## src/rtl/core/chkv_pkg.sv

```systemverilog
package chkv_pkg;

    localparam int CAPACITY = 256;
    localparam int BUCKETS  = 64;
    localparam int KEY_W    = 32;
    localparam int VAL_W    = 32;
    localparam int SLOT_W   = $clog2(CAPACITY);
    localparam int PTR_W    = SLOT_W + 1;
    localparam int BKT_W    = (BUCKETS > 1) ? $clog2(BUCKETS) : 1;
    localparam int CNT_W    = 9;

    // Link value that marks the end of a chain or an empty bucket.
    localparam logic [PTR_W-1:0] NIL = PTR_W'(CAPACITY);

    typedef enum logic [1:0] {
        ACT_LOOKUP = 2'd0,
        ACT_SET    = 2'd1,
        ACT_DELETE = 2'd2,
        ACT_CLEAR  = 2'd3
    } t_action;

    typedef enum logic [1:0] {
        ST_OK        = 2'd0,
        ST_NOT_FOUND = 2'd1,
        ST_FULL      = 2'd2
    } t_status;

    typedef struct packed {
        t_action           action;
        logic [KEY_W-1:0]  key;
        logic [VAL_W-1:0]  write_value;
    } t_in_word;

    typedef struct packed {
        t_status           status;
        logic [VAL_W-1:0]  read_value;
        logic [CNT_W-1:0]  entry_count;
    } t_out_word;

    typedef struct packed {
        logic    load_req;
        logic    take_head;
        logic    advance;
        logic    clear_all;
        logic    write_value;
        logic    write_new;
        logic    link;
        logic    unlink;
        logic    set_res;
        t_status res_status;
        logic    take_value;
        logic    load_out;
    } t_cmd;

    typedef struct packed {
        t_action act;
        logic    head_nil;
        logic    hit;
        logic    walk_end;
        logic    full;
        logic    out_busy;
    } t_sts;

endpackage

```

## src/rtl/core/chkv_ctrl.sv

```systemverilog
module chkv_ctrl (
    input  logic             i_clk,
    input  logic             i_rst_n,
    input  logic             i_in_valid,
    input  chkv_pkg::t_action i_in_action,
    output logic             o_in_ready,
    input  chkv_pkg::t_sts   i_sts,
    output chkv_pkg::t_cmd   o_cmd
);
    import chkv_pkg::*;

    typedef enum logic [2:0] {
        S_IDLE, S_HEAD, S_CMP, S_ALLOC, S_LINK, S_DONE
    } t_state;

    t_state r_state, n_state;
    t_cmd   cmd;

    always_comb begin
        cmd = '0;
        cmd.res_status = ST_OK;
        n_state = r_state;
        case (r_state)
            S_IDLE: begin
                if (i_in_valid) begin
                    cmd.load_req = 1'b1;
                    if (i_in_action == ACT_CLEAR) begin
                        cmd.clear_all = 1'b1;
                        cmd.set_res   = 1'b1;
                        n_state       = S_DONE;
                    end else begin
                        n_state = S_HEAD;
                    end
                end
            end
            S_HEAD, S_CMP: begin
                if (r_state == S_HEAD) begin
                    cmd.take_head = 1'b1;
                end
                if (r_state == S_CMP && i_sts.hit) begin
                    cmd.set_res = 1'b1;
                    n_state     = S_DONE;
                    case (i_sts.act)
                        ACT_LOOKUP: cmd.take_value  = 1'b1;
                        ACT_SET:    cmd.write_value = 1'b1;
                        default:    cmd.unlink      = 1'b1;
                    endcase
                end else if (r_state == S_HEAD && !i_sts.head_nil) begin
                    n_state = S_CMP;
                end else if (r_state == S_CMP && !i_sts.walk_end) begin
                    cmd.advance = 1'b1;
                    n_state     = S_CMP;
                end else begin
                    // The chain ended without a match; the tail is kept as predecessor.
                    cmd.advance = (r_state == S_CMP);
                    if (i_sts.act == ACT_SET && !i_sts.full) begin
                        n_state = S_ALLOC;
                    end else begin
                        cmd.set_res    = 1'b1;
                        cmd.res_status = (i_sts.act == ACT_SET) ? ST_FULL : ST_NOT_FOUND;
                        n_state        = S_DONE;
                    end
                end
            end
            S_ALLOC: begin
                cmd.write_new = 1'b1;
                n_state       = S_LINK;
            end
            S_LINK: begin
                cmd.link    = 1'b1;
                cmd.set_res = 1'b1;
                n_state     = S_DONE;
            end
            S_DONE: begin
                if (!i_sts.out_busy) begin
                    cmd.load_out = 1'b1;
                    n_state      = S_IDLE;
                end
            end
            default: n_state = S_IDLE;
        endcase
    end

    always_ff @(posedge i_clk) begin
        if (!i_rst_n) begin
            r_state <= S_IDLE;
        end else begin
            r_state <= n_state;
        end
    end

    assign o_in_ready = (r_state == S_IDLE);
    assign o_cmd      = cmd;

endmodule

```

## config.mk

```make
export PLATFORM = sky130hd
export DESIGN_NAME = chkv_ctrl
export DESIGN_NICKNAME = d
export VERILOG_FILES = /design/src/rtl/core/chkv_pkg.sv /design/src/rtl/core/chkv_ctrl.sv
export SDC_FILE = /design/constraint.sdc
export NUM_CORES = 1
export LEC_CHECK = 0
export ABC_AREA = 1
export BUFFER_PORTS_ARGS = -buffer_cell sky130_fd_sc_hd__buf_2
export CORE_AREA = 2 2 39 41
export CTS_BUF_LIST = sky130_fd_sc_hd__clkbuf_4
export DETAILED_ROUTE_END_ITERATION = 8
export DIE_AREA = 0 0 41 43
export PLACE_DENSITY = 0.56
export RECOVER_POWER = 100
export SLEW_MARGIN = 20
export SYNTH_ARGS = -nofsm -noshare
export SYNTH_HDL_FRONTEND = slang
export SYNTH_SLANG_ARGS = --single-unit
export TNS_END_PERCENT = 50
```

## constraint.sdc

```tcl
create_clock -name i_clk -period 1.7 [get_ports i_clk]
set_clock_uncertainty 0.2 [all_clocks]
set_input_delay 0.17 -clock i_clk [delete_from_list [all_inputs] [get_ports i_clk]]
set_output_delay 0.17 -clock i_clk [all_outputs]
set_load 0.005 [all_outputs]
```

## Word level (Yosys, flattened, before mapping)

Index checks and enable logic that the tools add are counted.

| storage, ports and cells | value |
|---|---|
| flip-flop bits (word level) | 3 |
| bits in latches | 0 |
| memory bits (writable) | 0 |
| bits in read-only memories | 0 |
| bits of input ports | 12 |
| output and inout port bits | 14 |
| logic and storage cells | 60 |
| memories | 0 |

| cells by class | value |
|---|---|
| add/subtract/negate cells | 0 |
| multipliers | 0 |
| div/mod/pow operators | 0 |
| order comparisons | 0 |
| eq/ne operators | 9 |
| shifts and indexed selects | 0 |
| mux-type cells | 38 |
| bitwise gates (word level) | 0 |
| reductions and logical operators | 12 |

Operators with widths:

| cell | count |
|---|---|
| two-way mux 3 bit | 11 |
| two-way mux 1 bit | 22 |
| one-hot mux 3 bit (5 select lines) | 1 |
| == test 3 x 2 -> 1 bit (second input constant) | 2 |
| == test 3 bit (second input constant) | 2 |
| two-way mux 2 bit | 3 |
| logical AND 1 bit | 4 |
| != test 2 bit (second input constant) | 2 |
| OR reduction 2 bit | 2 |
| == test 3 x 1 -> 1 bit (second input constant) | 1 |
| logical NOT 1 bit | 3 |
| logical NOT 3 bit | 1 |
| one-hot mux 1 bit (3 select lines) | 1 |
| == test 2 x 1 -> 1 bit (second input constant) | 1 |
| == test 2 bit (second input constant) | 1 |
| logical NOT 2 bit | 1 |
| AND reduction 2 bit | 1 |

## Depth between registers and ports, before layout

Gate-level depths: netlist (run 1).

| logic depth | value |
|---|---|
| word-level depth | 7 |
| depth in mapped cells | 9 |
| gate-level depth less buffers | 9 |

## Worst setup path before layout (run 1)

Ideal clock, no wire load.

| timing path | value |
|---|---|
| path type | flip-flop to output port |
| from | register r_state[1] |
| to | output port o_cmd[4] in the netlist's numbering |
| arrival | 1,018 ps |
| data required time | 1,330 ps |
| path slack | 312 ps |
| stages on the path, launching flop included | 10 |
| path buffers | 0 |
| path through | dfxtp_1 -> nor2_4 -> inv_2 -> nor2_4 -> inv_2 -> nor2_1 -> nand2_1 -> inv_1 -> nor2_1 -> nand2_1 |

RTL lines:

| item | line | RTL |
|---|---|---|
| start: declaration | chkv_ctrl.sv:16 | `t_state r_state, n_state;` |
| start signal: assignment | chkv_ctrl.sv:88 | `r_state <= n_state;` |
| end: declaration | chkv_ctrl.sv:8 | `output chkv_pkg::t_cmd o_cmd` |

==> metrics.cfg, run 1 <==
[detailed_routing]
drt_iter0_drc=1
dr_total_vias=493
routed_wirelength_um=961
antenna_left=0
wl_per_cell_um=8.817
viasPerCell=4.523
drc_errors=0
dr.pass1.iters=4

[cells_and_area]
fin_nets=106
top_register=r_state
utilization=0.4096
drive_gt1_frac=0.5054
finalInstanceArea_um2=566.8
syn_to_final_growth_pct=61.79
largest_reg_flops=3
diodes=0
largestRegisters=r_state: 3 flops

[placement]
io_buffers=25
post-place-ws_ns=0.1494
dp_hpwl_um=784.2
gp_congestion=0.8264
place_area_um2=495.5

[timing]
relSlewSlack=0.8262
rsz0062_at_grt=true
finalCritPeriodShare=0.9839
tns_ns=0
tightest_slew_ns=0.2583
min_period_ns=1.673
fin_ws_ns=0.02734
final-hold-violation-count=0
setup_viol=0
final-max-slew-violation-count=0
max_freq_mhz=597.9

[floorplan]
initial_core_util=0.2532
dieWidth_um=41
pin_count=26
die_h_um=43
rows=14
dieArea_um2=1763
core_area_um2=1384

[power]
p_leak_uw=0.0003268
p_seq_frac=0.220
switchingPower_uw=207.6
switching_share=0.4082
power_density_nw_per_um2=897.4
peakVddDrop_mv=0.4231
pwr-share-clk=0.271
internal_power_uw=301.0
p_comb_frac=0.509

[worst_setup_path]
slowest_delay_ns=0.37
arrival_ns=1.30
path_delay_family=simple AND/OR/NAND/NOR gates
crit_chain=nor2_4 > inv_2 > nor2_4 > inv_2 > nor2_4 > nand2_1 > inv_1 > nor2_1 > nand2_1 > buf_2
cp-start-kind=register
cp_slowest_cell=dfxtp_4
critPathMaxFanout=7
cp_num_buf_inv=4
cp_common_cell=nor2_4
end_kind=output port
critPathKind=reg2out
required_ns=1.33

[logic_synthesis]
ys_types=15
yosys_register_bits=3
avgSynthCellArea_um2=5.651
yosysWarnings=0
syn_nets=74
syn_area_um2=350.3
synthCells=62
yosysSeqAreaShare=0.1714

[global_routing]
first_global_vias=414
grt_use_total=0.1222
grt_overflow_total=0
antenna_found_initial=0
grt_pass1_wl_mm=1.469
grt_max_degree=8

[cts]
worstSkewPairLatency_ns=0.23
cts_tree=done
h-tree-depth=1
cts-buffers-inserted=3
cts_root_buffer=clkbuf_4
cts_buffer_depth=2
cts.sinks=3
clk_pin_slew_ns=0.04

[run_status]
status=complete, no violations

[flow_run]
cap_violations=0

[hold_path]
worst_hold_path_type=in2reg

[metrics by stage]
stage	cells	hold WS (ns)	total power [µW]
2_1_floorplan	62	0.1098	268.1
3_3_place_gp	103	0.2510	348.2
3_5_place_dp	103	0.2484	347.8
4_1_cts	109	0.05978	505.3
5_1_grt	109	0.07704	565.2
6_report	109	0.07402	508.6
[kinds of logic (layout without fill, tap and decap cells)]
group / Yosys count / after routing / share of synthesized area
AOI/OAI and AO/OA: 5 / 5 / 0.1286
DFF: 3 / 3 / 0.1714
and+or+nand+nor: 40 / 40 / 0.5500
buffers and inverters: 14 / 45 / 0.1500
[layout make-up]
type | instances | area (µm²)
Tap cell | 16 | 20.02
Timing Repair Buffer | 27 | 142.6
Sequential cell | 3 | 66.31
Multi-Input combinational cell | 45 | 255.2
Fill cell | 161 | 817.0
Clock buffer | 4 | 30.03
Inverter | 14 | 52.55
[worst paths after layout]
check | end | start | depth (start not counted) | slack (ns)
worst max-delay path | o_cmd[4] | r_state[1] | 10 | 0.03
worst min-delay path | r_state[2] | i_sts[0] | 3 | 0.07
worst max register to register | r_state[2] | r_state[0] | 9 | 0.35
worst min register to register | r_state[2] | r_state[2] | 2 | 0.42
[per-layer routing]
layer  up-vias  share of wire  track usage  wire length, µm
met5         -              0            0                0
met2        25           0.44       0.1906              426
met3         2           0.10      0.03141               98
met4         0          0.014      0.08000               13
li1        260              -            -                -
met1       206           0.44       0.1374              423
[worst reg2reg max path, stage by stage, from the launching register on]
cell and delay [ns]:
dfxtp_2 0.37, inv_2 0.09, nor2_2 0.12, nand3_2 0.08, nand3_1 0.07, nand2_1 0.07
nand2_1 0.08, nand2_1 0.05, nand2_1 0.06, a21oi_2 0.05
[power groups by stage]
stage / combinational (µW) / clock, µW / sequential [µW]
after floorplan: 164 / 0 / 104
after global placement: 241 / 0 / 108
after detailed placement: 239 / 0 / 108
after CTS: 251 / 144 / 110
after global routing: 296 / 155 / 115
final: 259 / 138 / 112
[synthesized netlist by cell type]
cell,number,area share
o21ai_0,1,0.014
dfxtp_1,3,0.17
a21oi_2,1,0.025
nand2_1,13,0.14
nor3_1,6,0.086
a21oi_1,1,0.014
nor4_1,3,0.054
inv_1,10,0.11
nor2_4,2,0.064
nand3_1,5,0.071
inv_2,4,0.043
nor2_1,10,0.11
o21ai_4,1,0.046
nand3_2,1,0.029
o21ba_2,1,0.029
[cells in the final DEF (no fill, tap or decap), drive strengths merged]
cell type,netlist,layout
clkbuf,0,4
a21oi,2,2
nand2,13,13
nor4,3,3
o21ba,1,1
dfxtp,3,3
inv,14,14
o21ai,2,2
nand3,6,6
dlygate4sd3,0,1
nor3,6,6
nor2,12,12
buf,0,26
[timing repair]
action / in CTS / in global routing
gates cloned: 0 / 0
hold buffers: 1 / 0
resized for setup: 4 / 5
pin swaps: 1 / 1
buffers inserted: 1 / 0
endpoints found under the setup margin: 4 / 7
hold endpoints to repair: 1 / 0
Note: power is estimated with default switching activity, not from simulation.
==> inputs of run 2 (changes only) <==
==> constraint.sdc (replaced) <==
create_clock -name i_clk -period 1.76 [get_ports i_clk]
set_clock_uncertainty 0.2 [all_clocks]
set_input_delay 0.176 -clock i_clk [delete_from_list [all_inputs] [get_ports i_clk]]
set_output_delay 0.176 -clock i_clk [all_outputs]
set_load 0.005 [all_outputs]
==> run 2 against run 1 <==
Design area fell by 1.8%. Die area did not move. Register-to-register slack gained 0.06 ns. Power decreased by 3.8%. Critical path type unchanged. Sequential power fell by 4%. Sequential share of layout area rose by 0.21 points. Clock-buffer cell count did not move.
==> metrics.cfg, run 2 (same netlist as run 1, synthesis figures left out) <==
[worst_setup_path]
cp_num_buf_inv=4  ; unchanged
path_delay_family=simple AND/OR/NAND/NOR gates
end_kind=output port
reg2reg_slack_ns=0.41  ; +0.06 ns
rr_startpoint=r_state[0]
cp-start-kind=register
critPathMaxFanout=7  ; unchanged
slowest_delay_ns=0.37  ; about the same
critPathKind=reg2out
cp_common_cell=nor2_4
arrival_ns=1.29  ; about the same
r2r_cells=9  ; unchanged
crit_chain=nor2_4 > inv_2 > nor2_4 > inv_2 > nor2_4 > nand2_1 > inv_1 > nor2_1 > nand2_1 > buf_2
required_ns=1.38  ; +0.05 ns
reg2reg_to=r_state[2]
cp_slowest_cell=dfxtp_4

[power]
p_leak_uw=0.0003226  ; -1.3%
power_density_nw_per_um2=878.9  ; -2.1%
peakVddDrop_mv=0.4079  ; -3.6%

[cells_and_area]
largest_reg_flops=3  ; unchanged
drive_gt1_frac=0.5109  ; +0.005493
utilization=0.4024  ; -0.007233
fin_cells=108  ; -0.92%
fin_nets=105  ; -0.94%
final_cell_mix=buf_2 (25), nand2_1 (13), inv_1 (10)
diodes=0  ; unchanged
finalInstanceArea_um2=556.8  ; -1.8%
syn_to_final_growth_pct=58.93
top_register=r_state
final_common_cell=buf_2
largestRegisters=r_state: 3 flops

[flow_run]
cap_violations=0  ; unchanged

[global_routing]
grt_overflow_total=0  ; unchanged
grt_max_degree=8  ; unchanged
grt_pass1_wl_mm=1.449  ; -1.4%
antenna_found_initial=0  ; unchanged
grt_use_total=0.1212  ; -0.001002
first_global_vias=409  ; -1.2%

[floorplan]
initial_core_util=0.2532  ; unchanged
dieArea_um2=1763  ; unchanged
core_area_um2=1384  ; unchanged
rows=14  ; unchanged
dieWidth_um=41  ; unchanged
die_h_um=43  ; unchanged
pin_count=26  ; unchanged

[placement]
place_area_um2=495.5  ; unchanged
dpl.cell_count=103  ; unchanged
dp_hpwl_um=784.2  ; unchanged
gp_congestion=0.8264  ; unchanged
io_buffers=25  ; unchanged

[timing]
final-hold-violation-count=0  ; unchanged
whs_ns=0.01403  ; -0.06000 ns
rsz0062_at_grt=true
tightest_slew_ns=0.2583  ; unchanged
max_freq_mhz=599.2
min_period_ns=1.669
setup_viol=0  ; unchanged
relSlewSlack=0.8262  ; unchanged
finalCritPeriodShare=0.9482
tns_ns=0  ; unchanged
final-max-slew-violation-count=0  ; unchanged

[cts]
worstSkewPairLatency_ns=0.23  ; about the same
clk_pin_slew_ns=0.04  ; about the same
cts_tree=done
cts_buffer_depth=2  ; unchanged
postCtsHoldBufs=0  ; -1
cts.sinks=3  ; unchanged
h-tree-depth=1  ; unchanged
cts_root_buffer=clkbuf_4
cts-buffers-inserted=3  ; unchanged

[hold_path]
worst_hold_path_type=in2reg
hp-start=i_rst_n
min_to=r_state[2]
hold_depth=3  ; unchanged

[detailed_routing]
wl_per_cell_um=8.815  ; about the same
routed_wirelength_um=952  ; -0.94%
dr.pass1.iters=3  ; -1
dr_total_vias=484  ; -1.8%
drt_iter0_drc=1  ; unchanged
antenna_left=0  ; unchanged
viasPerCell=4.481  ; -0.92%
drc_errors=0  ; unchanged

[run_status]
status=complete, no violations

[run 2: worst register-to-register path, delay by kind of cell, from the launching register on]
family / cells / cell delay, ns
and+or+nand+nor: 7 / 0.53
AOI/OAI and AO/OA: 1 / 0.05
DFF: 1 / 0.37
buffers and inverters: 1 / 0.09
[run 2: layout make-up]
class	count	area (µm²)
repair buffers	26	132.6
multi-input cells	45	255.2
flip-flops and latches	3	66.31
clock buffers	4	30.03
inverters	14	52.55
well taps	16	20.02
fillers	161	827.0
[run 2: worst max path at each step]
stage / startpoint / endpoint / cells after the start
final: r_state[1] / o_cmd[4] / 10
after global routing: r_state[0] / o_cmd[4] / 8
after CTS: r_state[1] / o_cmd[4] / 10
after detailed placement: r_state[1] / o_cmd[4] / 10
after global placement: r_state[1] / o_cmd[4] / 10
after floorplan: r_state[1] / o_cmd[4] / 9
[run 2: repair_timing]
| item | 4_1_cts | 5_1_grt |
|---|---|---|
| gates resized for setup | 3 | 6 |
| setup buffers | 1 | 0 |
| pin swaps | 1 | 1 |
| endpoints found under the setup margin | 3 | 5 |
[run 2: per-layer routing]
layer | part of all wire | global-route usage
met2 | 0.45 | 0.1906
met1 | 0.44 | 0.1342
met5 | 0 | 0
met4 | 0.014 | 0.08000
met3 | 0.096 | 0.03141
[run 2: report_power, final]
group          switching, µW  internal [µW]
combinational            141            107
sequential              26.1           82.0
clock                   32.9            100
total                    200            289
[run 2: metrics by stage]
stage               setup WS, ns  total power (µW)
floorplan                 0.3662             259.0
global placement          0.1922             336.4
detailed placement        0.2034             335.9
CTS                      0.01267             484.4
global route            -0.03619             544.1
finish                   0.09118             489.4
==> inputs of run 3 (changes only) <==
--- a/config.mk
+++ b/config.mk
@@ -5,13 +5,12 @@
 export SDC_FILE = /design/constraint.sdc
 export NUM_CORES = 1
 export LEC_CHECK = 0
-export ABC_AREA = 1
 export BUFFER_PORTS_ARGS = -buffer_cell sky130_fd_sc_hd__buf_2
 export CORE_AREA = 2 2 39 41
 export CTS_BUF_LIST = sky130_fd_sc_hd__clkbuf_4
 export DETAILED_ROUTE_END_ITERATION = 8
 export DIE_AREA = 0 0 41 43
-export PLACE_DENSITY = 0.56
+export PLACE_DENSITY = 0.62
 export RECOVER_POWER = 100
 export SLEW_MARGIN = 20
 export SYNTH_ARGS = -nofsm -noshare
==> run 3 against run 2 <==
Area after synthesis increased by 21%. Sequential share of layout area decreased by 2.1 points. Synthesized cell count decreased by 19%. Critical path type unchanged. Critical endpoint is now o_cmd[12]. Largest cell class unchanged. Highest routed layer unchanged.
==> metrics.cfg, run 3 <==
[logic_synthesis]
yosysSeqAreaShare=0.1420  ; -0.02942
ys_types=32  ; +17
ys_top_cells_by_area=dfxtp_1 (14%), and2_1 (7.4%), buf_6 (5.3%)
synth_top_area_frac=0.1420  ; -0.02942
synth_top_area_cell=dfxtp_1
ys.flop_type=dfxtp_1
synth_top_cells_by_count=and2_1 (5), nor2_1 (5), dfxtp_1 (3), nand2b_1 (3), o21ai_0 (3)
synthCells=50  ; -19%
avgSynthCellArea_um2=8.458  ; +50%
yosys_register_bits=3  ; unchanged
async_flop_share=0  ; unchanged
syn_nets=62  ; -16%
yosysWarnings=0  ; unchanged
synth_edf_count=0  ; unchanged
syn_area_um2=422.9  ; +21%

[detailed_routing]
drc_errors=0  ; unchanged
dr.pass1.iters=4  ; +1
dr_total_vias=526  ; +8.7%
routed_wirelength_mm=1.260  ; +32%
viasPerCell=5.208  ; +16%
wl_per_cell_um=12.48  ; +42%
drt_iter0_drc=7  ; +6
antenna_left=0  ; unchanged

[floorplan]
rows=14  ; unchanged
dieArea_um2=1763  ; unchanged
pin_count=26  ; unchanged
core_area_um2=1384  ; unchanged
die_h_um=43  ; unchanged
dieWidth_um=41  ; unchanged
initial_core_util=0.3056  ; +0.05244

[cts]
cts-buffers-inserted=3  ; unchanged
h-tree-depth=1  ; unchanged
cts_root_buffer=clkbuf_4
cts_tree=done
cts.sinks=3  ; unchanged
cts_buffer_depth=2  ; unchanged
clk_pin_slew_ns=0.04  ; about the same
worstSkewPairLatency_ns=0.23  ; about the same

[worst_setup_path]
cp_slowest_cell=or3_4
arrival_ns=1.36  ; +0.07 ns
cp_common_cell=buf_6
slowest_delay_ns=0.41  ; +0.04 ns
crit_chain=buf_6 > or3_4 > inv_4 > and2_4 > buf_6
critPathKind=reg2out
end_kind=output port
rr_startpoint=r_state[1]
reg2reg_slack_ns=0.23  ; -0.18 ns
path_delay_family=simple AND/OR/NAND/NOR gates
cp_num_buf_inv=3  ; -1
critPathMaxFanout=6  ; -1
required_ns=1.38  ; about the same
r2r_cells=5  ; -4
cp-start-kind=register
reg2reg_to=r_state[2]

[power]
p_leak_uw=0.0003277  ; +1.6%
power_uw=434.2  ; -11%
power_density_nw_per_um2=642.6  ; -27%
peakVddDrop_mv=0.1838  ; -55%

[flow_run]
cap_violations=0  ; unchanged

[hold_path]
worst_hold_path_type=in2reg
hold_depth=2  ; -1
hp-start=i_rst_n
min_to=r_state[0]

[placement]
io_buffers=25  ; unchanged
dp_hpwl_um=880.9  ; +12%
place_area_um2=571.8  ; +15%
gp_congestion=0.7835  ; -5.2%
post-place-ws_ns=0.2053  ; +0.001903 ns

[cells_and_area]
finalInstanceArea_um2=675.6  ; +21%
fin_nets=98  ; -6.7%
diodes=0  ; unchanged
syn_to_final_growth_pct=59.76
final_cell_mix=buf_2 (24), buf_4 (6), nor2_1 (5)
largestRegisters=r_state: 3 flops
final_common_cell=buf_2
largest_reg_flops=3  ; unchanged
drive_gt1_frac=0.6000  ; +0.08913
top_register=r_state

[timing]
min_period_ns=1.738  ; +0.06887 ns
final-max-slew-violation-count=0  ; unchanged
final-hold-violation-count=0  ; unchanged
max_freq_mhz=575.5  ; -4.0%
fin_ws_ns=0.02230  ; -0.06887 ns
rsz0062_at_grt=true
whs_ns=0.002363  ; -0.01166 ns
relSlewSlack=0.7338  ; -0.09247
tightest_slew_ns=0.3984  ; +0.1401 ns
setup_viol=0  ; unchanged
finalCritPeriodShare=0.9873  ; +0.03913

[global_routing]
grt_overflow_total=0  ; unchanged
grt_pass1_wl_mm=1.794  ; +24%
grt_use_total=0.1481  ; +0.02691
grt_max_degree=15  ; +7
first_global_vias=447  ; +9.3%
antenna_found_initial=0  ; unchanged

[run_status]
status=complete, no violations

-- run 3: what timing repair did --
action | CTS | global route
pin swaps | 1 | 4
cloned | 0 | 1
setup buffers | 2 | 2
gates resized for setup | 5 | 8
hold buffers | 0 | 0
endpoints found under the setup margin | 5 | 6
-- run 3: worst register-to-register path, cell delays in order (launching register included) --
cell and delay, ns:
dfxtp_4 0.35, buf_6 0.12, buf_4 0.13, nor4bb_1 0.34, a2111oi_1 0.10, a211oi_2 0.22
-- run 3: metrics by stage --
stage	setup TNS, ns	utilization	cells
after global placement	0	0.4132	92
after floorplan	0	-	50
after CTS	0	0.4593	98
final	0	0.4882	101
after detailed placement	0	0.4132	92
after global routing	-0.03990	0.4882	101
-- run 3: cells by family after synthesis --
group / share of synthesized area
muxes: 0.02367
DFF: 0.1420
AOI/OAI and AO/OA: 0.2426
buffers and inverters: 0.07099
and+or+nand+nor: 0.5208
-- run 3: cell type report --
| type | count | area (µm²) |
|---|---|---|
| Sequential cell | 3 | 66.31 |
| Tap cell | 16 | 20.02 |
| Clock buffer | 4 | 30.03 |
| Fill cell | 134 | 708.2 |
| Multi-Input combinational cell | 43 | 342.8 |
| Timing Repair Buffer | 34 | 210.2 |
| Inverter | 1 | 6.256 |
-- run 3: routing by layer --
metal	global-route usage	wire length, µm
met5	0	0
met4	0.1000	10
met3	0.01571	86
met2	0.2156	613
met1	0.1943	550
-- run 3: how the worst max path moves through the flow --
stage	endpoint	from	slack, ns	cells after the start
after floorplan	o_cmd[1]	r_state[0]	0.34	3
after CTS	o_cmd[12]	r_state[1]	0.008	5
after global routing	o_cmd[12]	r_state[0]	-0.02	5
final	o_cmd[12]	r_state[0]	0.02	5
after global placement	o_cmd[4]	r_state[1]	0.19	4
after detailed placement	o_cmd[1]	r_state[1]	0.21	4
-- run 3: power breakdown --
part | total [µW] | switching [µW] | internal, µW
registers | 93.7 | 16.4 | 77.3
clock network | 136 | 35.4 | 100
logic | 205 | 86.8 | 118
